<file path="config.mk">
export PLATFORM = sky130hd
export DESIGN_NAME = utf8_stream_validator
export DESIGN_NICKNAME = d
export VERILOG_FILES = /design/src/rtl/u8v_pkg.sv /design/src/rtl/utf8_stream_validator.sv /design/src/rtl/u8v_front.sv /design/src/rtl/u8v_fifo.sv /design/src/rtl/u8v_back.sv
export SDC_FILE = /design/constraint.sdc
export NUM_CORES = 1
export LEC_CHECK = 0
export ABC_CLOCK_PERIOD_IN_PS = 4310
export BUFFER_PORTS_ARGS = -buffer_cell sky130_fd_sc_hd__buf_4
export CAP_MARGIN = 20
export CORE_MARGIN = 5
export CORE_UTILIZATION = 63
export CTS_CLUSTER_SIZE = 30
export DETAILED_ROUTE_END_ITERATION = 7
export PLACE_DENSITY_LB_ADDON = 0.3
export SLEW_MARGIN = 20
export SYNTH_ARGS = -nofsm -noshare
export SYNTH_HDL_FRONTEND = slang
export SYNTH_HIERARCHICAL = 1
export SYNTH_SLANG_ARGS = --single-unit
</file>
<file path="constraint.sdc">
create_clock -name clk -period 4.31 [get_ports clk]
set_input_delay 0.6465 -clock clk [delete_from_list [all_inputs] [get_ports clk]]
set_output_delay 0.6465 -clock clk [all_outputs]
set_load 0.005 [all_outputs]
</file>
<file path="src/rtl/u8v_pkg.sv">
`default_nettype none
// ----------------------------------------------------------------------------
// u8v_pkg: shared types and helpers for the UTF-8 stream validator
// Byte classes produced by the front end, continuation range rules and the
// queue entry that carries one classified byte to the back end.
// ----------------------------------------------------------------------------
package u8v_pkg;

	localparam int FIFO_DEPTH = 4;
	localparam int FIFO_AW    = $clog2(FIFO_DEPTH);
	localparam int FIFO_CW    = $clog2(FIFO_DEPTH + 1);

	typedef enum logic [3:0] {
		CLS_ASCII    = 4'd0,
		CLS_CONT_LO  = 4'd1,
		CLS_CONT_MID = 4'd2,
		CLS_CONT_HI  = 4'd3,
		CLS_LEAD2    = 4'd4,
		CLS_LEAD3_E0 = 4'd5,
		CLS_LEAD3_ED = 4'd6,
		CLS_LEAD3    = 4'd7,
		CLS_LEAD4_F0 = 4'd8,
		CLS_LEAD4_F4 = 4'd9,
		CLS_LEAD4    = 4'd10,
		CLS_BAD      = 4'd11
	} byte_class_t;

	typedef enum logic [2:0] {
		RULE_ANY   = 3'd0,
		RULE_A0_BF = 3'd1,
		RULE_80_9F = 3'd2,
		RULE_90_BF = 3'd3,
		RULE_80_8F = 3'd4
	} rule_t;

	typedef struct packed {
		byte_class_t cls;
		logic        last;
	} item_t;

	function automatic byte_class_t classify(input logic [7:0] b);
		byte_class_t c;
		c = CLS_BAD;
		if (b <= 8'h7F) begin
			c = CLS_ASCII;
		end else if (b <= 8'h8F) begin
			c = CLS_CONT_LO;
		end else if (b <= 8'h9F) begin
			c = CLS_CONT_MID;
		end else if (b <= 8'hBF) begin
			c = CLS_CONT_HI;
		end else if (b >= 8'hC2 && b <= 8'hDF) begin
			c = CLS_LEAD2;
		end else if (b == 8'hE0) begin
			c = CLS_LEAD3_E0;
		end else if (b == 8'hED) begin
			c = CLS_LEAD3_ED;
		end else if (b >= 8'hE1 && b <= 8'hEF) begin
			c = CLS_LEAD3;
		end else if (b == 8'hF0) begin
			c = CLS_LEAD4_F0;
		end else if (b == 8'hF4) begin
			c = CLS_LEAD4_F4;
		end else if (b >= 8'hF1 && b <= 8'hF3) begin
			c = CLS_LEAD4;
		end
		return c;
	endfunction

	function automatic logic in_range(input byte_class_t c, input rule_t r);
		logic ok;
		case (r)
			RULE_A0_BF: begin
				ok = (c == CLS_CONT_HI);
			end
			RULE_80_9F: begin
				ok = (c == CLS_CONT_LO) || (c == CLS_CONT_MID);
			end
			RULE_90_BF: begin
				ok = (c == CLS_CONT_MID) || (c == CLS_CONT_HI);
			end
			RULE_80_8F: begin
				ok = (c == CLS_CONT_LO);
			end
			default: begin
				ok = (c == CLS_CONT_LO) || (c == CLS_CONT_MID) || (c == CLS_CONT_HI);
			end
		endcase
		return ok;
	endfunction

endpackage
`default_nettype wire

</file>
<file path="src/rtl/utf8_stream_validator.sv">
// A string's verdict is registered after its final byte passes the front stage and queue.
// Throughput: one byte per cycle while in_stall is low; the front stage, a four-entry queue
// and the back-end state update each move one byte per cycle when not stalled.
// A stalled verdict holds only the next final byte; it and up to four later bytes
// wait in the queue and the front stage before the input stalls.
// Reset (arst_n low) clears the queue, the sequence state and the output valid.
`default_nettype none
// ----------------------------------------------------------------------------
// utf8_stream_validator: strict UTF-8 check over a byte stream
// Classifies each byte, queues it and checks multibyte sequences, giving one
// valid or invalid verdict at the end of each string.
// ----------------------------------------------------------------------------
module utf8_stream_validator (
	input  wire        clk,
	input  wire        arst_n,
	input  wire        in_valid,
	output logic       in_stall,
	input  wire  [7:0] byte_value,
	input  wire        last_byte,
	output logic       out_valid,
	input  wire        out_stall,
	output logic       is_valid
);

	logic           push;
	logic           pop;
	logic           fifo_full;
	logic           fifo_empty;
	u8v_pkg::item_t push_data;
	u8v_pkg::item_t pop_data;

	u8v_front u_front (
		.clk        (clk),
		.arst_n     (arst_n),
		.in_valid   (in_valid),
		.in_stall   (in_stall),
		.byte_value (byte_value),
		.last_byte  (last_byte),
		.fifo_full  (fifo_full),
		.push       (push),
		.push_data  (push_data)
	);

	u8v_fifo u_fifo (
		.clk       (clk),
		.arst_n    (arst_n),
		.push      (push),
		.push_data (push_data),
		.full      (fifo_full),
		.pop       (pop),
		.pop_data  (pop_data),
		.empty     (fifo_empty)
	);

	u8v_back u_back (
		.clk       (clk),
		.arst_n    (arst_n),
		.empty     (fifo_empty),
		.pop_data  (pop_data),
		.pop       (pop),
		.out_valid (out_valid),
		.out_stall (out_stall),
		.is_valid  (is_valid)
	);

endmodule
`default_nettype wire

</file>
<file path="src/rtl/u8v_front.sv">
`default_nettype none
// ----------------------------------------------------------------------------
// u8v_front: input stage
// Accepts one byte per cycle unless in_stall is raised because the queue is full,
// classifies it and hands it to the queue.
module u8v_front (
	input  wire                    clk,
	input  wire                    arst_n,
	input  wire                    in_valid,
	output logic                   in_stall,
	input  wire  [7:0]             byte_value,
	input  wire                    last_byte,
	input  wire                    fifo_full,
	output logic                   push,
	output u8v_pkg::item_t         push_data
);

	logic           valid_s1;
	u8v_pkg::item_t item_s1;

	assign in_stall  = valid_s1 && fifo_full;
	assign push      = valid_s1 && !fifo_full;
	assign push_data = item_s1;

	always_ff @(posedge clk or negedge arst_n) begin
		if (!arst_n) begin
			valid_s1 <= 1'b0;
		end else if (!in_stall) begin
			valid_s1 <= in_valid;
		end
	end

	always_ff @(posedge clk) begin
		if (in_valid && !in_stall) begin
			item_s1.cls  <= u8v_pkg::classify(byte_value);
			item_s1.last <= last_byte;
		end
	end

endmodule
`default_nettype wire

</file>
<file path="src/rtl/u8v_fifo.sv">
`default_nettype none
// ----------------------------------------------------------------------------
// u8v_fifo: decoupling queue
// A short queue of classified bytes between the front and back ends.
// ----------------------------------------------------------------------------
module u8v_fifo (
	input  wire                    clk,
	input  wire                    arst_n,
	input  wire                    push,
	input  u8v_pkg::item_t         push_data,
	output logic                   full,
	input  wire                    pop,
	output u8v_pkg::item_t         pop_data,
	output logic                   empty
);

	u8v_pkg::item_t                       entry_q [u8v_pkg::FIFO_DEPTH];
	logic [u8v_pkg::FIFO_AW-1:0]          wr_ptr_q;
	logic [u8v_pkg::FIFO_AW-1:0]          rd_ptr_q;
	logic [u8v_pkg::FIFO_CW-1:0]          count_q;

	assign full     = (count_q == u8v_pkg::FIFO_CW'(u8v_pkg::FIFO_DEPTH));
	assign empty    = (count_q == '0);
	assign pop_data = entry_q[rd_ptr_q];

	always_ff @(posedge clk or negedge arst_n) begin
		if (!arst_n) begin
			wr_ptr_q <= '0;
			rd_ptr_q <= '0;
			count_q  <= '0;
		end else begin
			if (push) begin
				wr_ptr_q <= wr_ptr_q + 1'b1;
			end
			if (pop) begin
				rd_ptr_q <= rd_ptr_q + 1'b1;
			end
			if (push && !pop) begin
				count_q <= count_q + 1'b1;
			end else if (pop && !push) begin
				count_q <= count_q - 1'b1;
			end
		end
	end

	always_ff @(posedge clk) begin
		if (push) begin
			entry_q[wr_ptr_q] <= push_data;
		end
	end

endmodule
`default_nettype wire

</file>
<file path="src/rtl/u8v_back.sv">
`default_nettype none
// ----------------------------------------------------------------------------
// u8v_back: sequence checker
// Tracks the open multibyte sequence and presents one verdict per string.
// ----------------------------------------------------------------------------
module u8v_back (
	input  wire                    clk,
	input  wire                    arst_n,
	input  wire                    empty,
	input  u8v_pkg::item_t         pop_data,
	output logic                   pop,
	output logic                   out_valid,
	input  wire                    out_stall,
	output logic                   is_valid
);

	logic [1:0]            exp_q;
	u8v_pkg::rule_t        rule_q;
	logic                  await_q;
	logic                  err_q;
	logic                  out_valid_q;
	logic                  is_valid_q;

	logic [1:0]            exp_n;
	u8v_pkg::rule_t        rule_n;
	u8v_pkg::rule_t        rule_sel;
	logic                  await_n;
	logic                  err_n;
	logic                  result;

	assign pop       = !empty && (!pop_data.last || !out_valid_q || !out_stall);
	assign out_valid = out_valid_q;
	assign is_valid  = is_valid_q;

	always_comb begin
		exp_n    = exp_q;
		rule_n   = rule_q;
		await_n  = await_q;
		err_n    = err_q;
		rule_sel = u8v_pkg::RULE_ANY;
		if (await_q) begin
			rule_sel = rule_q;
		end
		if (!err_q) begin
			if (exp_q != 2'd0) begin
				if (!u8v_pkg::in_range(pop_data.cls, rule_sel)) begin
					err_n = 1'b1;
				end
				exp_n   = exp_q - 2'd1;
				await_n = 1'b0;
				rule_n  = u8v_pkg::RULE_ANY;
			end else begin
				case (pop_data.cls)
					u8v_pkg::CLS_ASCII: begin
					end
					u8v_pkg::CLS_LEAD2: begin
						exp_n   = 2'd1;
						rule_n  = u8v_pkg::RULE_ANY;
						await_n = 1'b1;
					end
					u8v_pkg::CLS_LEAD3_E0: begin
						exp_n   = 2'd2;
						rule_n  = u8v_pkg::RULE_A0_BF;
						await_n = 1'b1;
					end
					u8v_pkg::CLS_LEAD3_ED: begin
						exp_n   = 2'd2;
						rule_n  = u8v_pkg::RULE_80_9F;
						await_n = 1'b1;
					end
					u8v_pkg::CLS_LEAD3: begin
						exp_n   = 2'd2;
						rule_n  = u8v_pkg::RULE_ANY;
						await_n = 1'b1;
					end
					u8v_pkg::CLS_LEAD4_F0: begin
						exp_n   = 2'd3;
						rule_n  = u8v_pkg::RULE_90_BF;
						await_n = 1'b1;
					end
					u8v_pkg::CLS_LEAD4_F4: begin
						exp_n   = 2'd3;
						rule_n  = u8v_pkg::RULE_80_8F;
						await_n = 1'b1;
					end
					u8v_pkg::CLS_LEAD4: begin
						exp_n   = 2'd3;
						rule_n  = u8v_pkg::RULE_ANY;
						await_n = 1'b1;
					end
					default: begin
						err_n = 1'b1;
					end
				endcase
			end
		end
		result = !err_n && (exp_n == 2'd0);
	end

	always_ff @(posedge clk or negedge arst_n) begin
		if (!arst_n) begin
			exp_q       <= 2'd0;
			rule_q      <= u8v_pkg::RULE_ANY;
			await_q     <= 1'b0;
			err_q       <= 1'b0;
			out_valid_q <= 1'b0;
		end else begin
			if (pop) begin
				if (pop_data.last) begin
					exp_q   <= 2'd0;
					rule_q  <= u8v_pkg::RULE_ANY;
					await_q <= 1'b0;
					err_q   <= 1'b0;
				end else begin
					exp_q   <= exp_n;
					rule_q  <= rule_n;
					await_q <= await_n;
					err_q   <= err_n;
				end
			end
			if (pop && pop_data.last) begin
				out_valid_q <= 1'b1;
			end else if (!out_stall) begin
				out_valid_q <= 1'b0;
			end
		end
	end

	always_ff @(posedge clk) begin
		if (pop && pop_data.last) begin
			is_valid_q <= result;
		end
	end

endmodule
`default_nettype wire

</file>
After elaboration in Yosys (flattened, before gate mapping). Memories as Yosys holds them, arrays and structs flattened. Cells that the tools add are included.

Register bits: 22. RAM bits: 20. Bits of input ports: 13. Output and inout port bits: 3. Word-level logic and storage cells: 131. Memories kept: 1.

$add $sub $neg: 5. Magnitude comparators: 10. Eq/ne operators: 21. Muxes and demuxes: 37. Reduce and logical (&&, ||, !) cells: 42.

Memories: u_fifo.entry_q (depth 4, bits a word 5, rd ports 1, clocked after Yosys merged registers in 0, write ports 1, line u8v_fifo.sv:17) `u8v_pkg::item_t entry_q [u8v_pkg::FIFO_DEPTH];`.

Operators with widths (count): $le 8x8->1 const B (6); $eq 8x8->1 const B (4); $mux 3 (10); $ge 8x8->1 const B (3); $mux 1 (17); $eq 4x3->1 const B (4); $reduce_or 8->1 (2); $pmux 3 s5 (1); $eq 4x4->1 const B (3); $logic_and 1x1->1 (11); $mux 2 (5); $logic_not 1->1 (9); $reduce_or 3->1 (3); $eq 4x2->1 const B (2); $le 8x7->1 const B (1); $mux 4 (2); $reduce_bool 7->1 (1); $reduce_or 7->1 (1); $eq 3x2->1 const B (2); $eq 3x3->1 const B (2); $pmux 2 s3 (1); $reduce_and 3->1 (2); $logic_or 1x1->1 (5); $add 2x1->2 const B (2); other kinds (14) (16).

Logic depth before layout (Yosys ltp).
Depth in word-level cells: 12. Depth in mapped cells: 10. Mapped depth without buffers: 9.

Cells and area by module. Netlist, hierarchy kept.

Modules (own cells, without submodules): u8v_fifo (instances 1, cells each 61, area an instance 1118.6 sq um, sequential area each 775.7 sq um); u8v_back (instances 1, cells each 75, area an instance 668.1 sq um, sequential area each 230.2 sq um); u8v_front (instances 1, cells each 27, area an instance 319.1 sq um, sequential area each 175.2 sq um).

Worst setup path after synthesis. Ideal clock, no wire load.

Path type: register to register. From: reg u_fifo/rd_ptr_q[0] (netlist bit). To: reg u_fifo/count_q[1] (netlist bit). Setup time: 0.125 ns. Data arrival time: 2.483 ns. Data required time: 4.185 ns. Slack: 1.702 ns. Cell stages (with the launch flop): 9. Path buffers: 1. Period minus slack after synthesis: 2.608 ns. Cells stage by stage: dfrtp_1 > buf_6 > mux4_2 > a31oi_1 > inv_1 > ha_1 > inv_1 > fa_1 > mux2_2.

RTL lines: start, declared (line u8v_fifo.sv:19) `logic [u8v_pkg::FIFO_AW-1:0] rd_ptr_q;`; start signal, assigned (line u8v_fifo.sv:36) `rd_ptr_q <= rd_ptr_q + 1'b1;`; end signal, assigned (line u8v_fifo.sv:39) `count_q <= count_q + 1'b1;`; end signal, assigned (line u8v_fifo.sv:41) `count_q <= count_q - 1'b1;`; end, declared (line u8v_fifo.sv:20) `logic [u8v_pkg::FIFO_CW-1:0] count_q;`.

==> summary.txt <==
Global route
  – GR Overflow Total: 0
  – Largest net degree at the start of global routing: 17
  – Number of global-route vias before repair: 1,277
  – Initial antenna violation count: 0
  – Global-route wire length before repair: 5780 um
  – Gr usage total: 17.7%

Yosys
  – Ys flop type: edfxtp_1
  – Synth Net Count: 182
  – Ys Warns: 6
  – Synth unique cells: 46
  – Synth Area per Inst: 12.9 um2
  – Most instantiated library cell after synthesis: edfxtp_1
  – EDFF count, synth: 26
  – Post-synth top cells: edfxtp_1, dfrtp_1, nand2_1, nor2_1, inv_1
  – Area contributors post-synth: edfxtp_1, dfrtp_1, mux4_2, ha_1, xor2_1
  – Number of synthesized register bits: 42
  – Post-synth top area share: 37.1%
  – Synthesized netlist cell count: 163
  – Cell taking the most area after synthesis: edfxtp_1
  – Post-synthesis sequential area ratio: 56.1%
  – Asr flop ratio synth: 38.1%
  – Post-Syn Area: 0.00211 mm2

Critical path
  – Setup crit end kind: register
  – Max Fanout on Critical Path: 9
  – Crit Path Category: reg2reg
  – CP Data Arrival Time: 3.22 ns
  – Worst reg2reg path depth: 7
  – CP Launch Type: register
  – Critical Path RT: 4.56 ns

Timing
  – Fin crit period: 2.97 ns
  – Achievable frequency: 0.336 GHz
  – Setup TNS Final: 0 ns
  – RSZ-0062 raised after global routing: false
  – Final Skew: 0.00926 ns
  – Rel. slew slack: 50.4%
  – Worst-Margin Slew: 0.741 ns
  – Tcrit/Tclk final: 69.0%
  – Final hold violation count: 0
  – Setup Viol. Count Final: 0
  – Final max-slew violation count: 0

Finish
  – Layout Nets: 199
  – Syn-to-layout area delta: 9.86%
  – Fraction of layout cells with a size suffix above 1: 21.5%
  – Antenna Cells: 0
  – Core Util, Final: 70.4%

Floorplan
  – Core outline area: 0.00328 mm2
  – Die area: 0.00460 mm2
  – # rows: 21
  – Initial Util: 64.1%
  – I/O pins: 16
  – Die H: 67.8 um
  – Die W: 67.8 um

CTS
  – H-tree Lvls: 2
  – Clock Tree Root: clkbuf_4
  – Worst-Skew Late Latency: 0.34 ns
  – Sink Count: 42
  – PostCTS Resize Cnt: 0
  – Clock buffer depth: 2
  – Worst-path clk slew: 0.12 ns
  – CTS buffer count: 5
  – Cts hold-fix bufs: 0
  – Setup bufs post-CTS: 0
  – TritonCTS clock tree: built

Outcome
  – Outcome: finished, final reports clean

Placed design
  – I/O Buffers: 15
  – Gpl congestion: 0.863
  – Dpl hpwl: 2570 um

Power
  – Max VDD drop: 0.000356 V
  – Total power draw: 1.66 mW
  – Pwr dens: 720 mW/mm2
  – LEAKAGE: 0.920 nW

Job
  – Total of max-cap violations: 0

Route
  – Vias: 1,266
  – Drc violations: 0
  – Via density: 5.58
  – Detail Route Antenna Nets: 0
  – Total routed wirelength: 3380 um
  – Drt wl/cell: 14.9 um
  – DRC violation total after the first TritonRoute iteration: 62
  – First drt pass iteration count: 4

Hold path
  – Hold Crit Class: in2async
## layout by cell type (no fill, tap or decap), types with 5 or more instances in the layout
| cell type | n |
|---|---|
| edfxtp_1 | 26 |
| dfrtp_1 | 16 |
| buf_4 | 15 |
| nor2_1 | 11 |
| nand2_1 | 11 |
| inv_1 | 9 |
| o21ai_0 | 7 |
| nor3_1 | 6 |
| clkbuf_4 | 5 |
| xor2_1 | 5 |
| and2_1 | 5 |
| mux4_2 | 5 |
| ha_1 | 5 |
## power by group
part / total [mW] / switching, mW / internal, mW
Clock: 0.246 / 0.124 / 0.122
Sequential: 0.676 / 0.104 / 0.572
Combinational: 0.743 / 0.391 / 0.352
## critical path, cell delays in order (launching register included)
cell and delay, ns:
dfrtp_1 0.58, mux4_2 0.62, a31oi_1 0.58, inv_1 0.12, ha_1 0.24, inv_1 0.07, fa_1 0.40, mux2_2 0.27
## through the flow
step	std cells	hold slack, ns	area (um2)	worst slack (ns)
6_report	227	0.141	2310	1.34
5_1_grt	227	0.0944	2310	1.12
4_1_cts	227	0.113	2310	1.34
3_5_place_dp	219	0.482	2230	1.38
3_3_place_gp	219	0.467	2230	1.44
2_1_floorplan	163	0.351	2110	1.70
## cells by family after synthesis
kind of cell	Yosys count	share of synthesized area (%)
compound gates	27	9.57
xor+xnor	8	3.33
fa+ha+maj	6	3.92
buf+inv	14	3.74
flops	42	56.1
mux	12	9.21
simple gates	54	14.1
## flip-flops by register name (all words and copies together) (netlist names)
name	count
u_front/push_data	5
u_fifo/entry_q	20
u_fifo/count_q	3
u_fifo/wr_ptr_q	2
u_back/out_valid	1
u_fifo/rd_ptr_q	2
u_back/exp_q	2
u_back/await_q	1
u_back/err_q	1
u_back/is_valid	1
u_front/valid_s1	1
u_back/rule_q	3
## layer usage
metal  up-vias  share of wire [%]  track usage, %
met5         -                  0               0
met4         0                1.1            8.93
met3         2                4.3            5.58
met2        24                 54            30.0
met1       609                 41            20.2
li1        631                  -               -
## final timing paths
| check | startpoint | endpoint | slack [ns] |
|---|---|---|---|
| min reg2reg | u_front/push_data[4] | u_fifo/entry_q[0][4] | 0.51 |
| max in group asynchronous | arst_n | u_back/rule_q[0] | 3.98 |
| min | arst_n | u_back/exp_q[1] | 0.14 |
| max reg2reg | u_fifo/rd_ptr_q[0] | u_fifo/count_q[1] | 1.34 |
| max | u_fifo/rd_ptr_q[0] | u_fifo/count_q[1] | 1.34 |
| min in group clk | last_byte | u_front/push_data[0] | 0.47 |
## cell type report
cell class                      count  area, um2
Timing Repair Buffer               15        113
Sequential cell                    42       1180
Fill cell                         247        971
Clock inverter                      3       45.0
Clock buffer                        5       37.5
Multi-Input combinational cell    107        846
Inverter                            9       33.8
Tap cell                           46       57.6
Power figures use the tool's default switching activity.
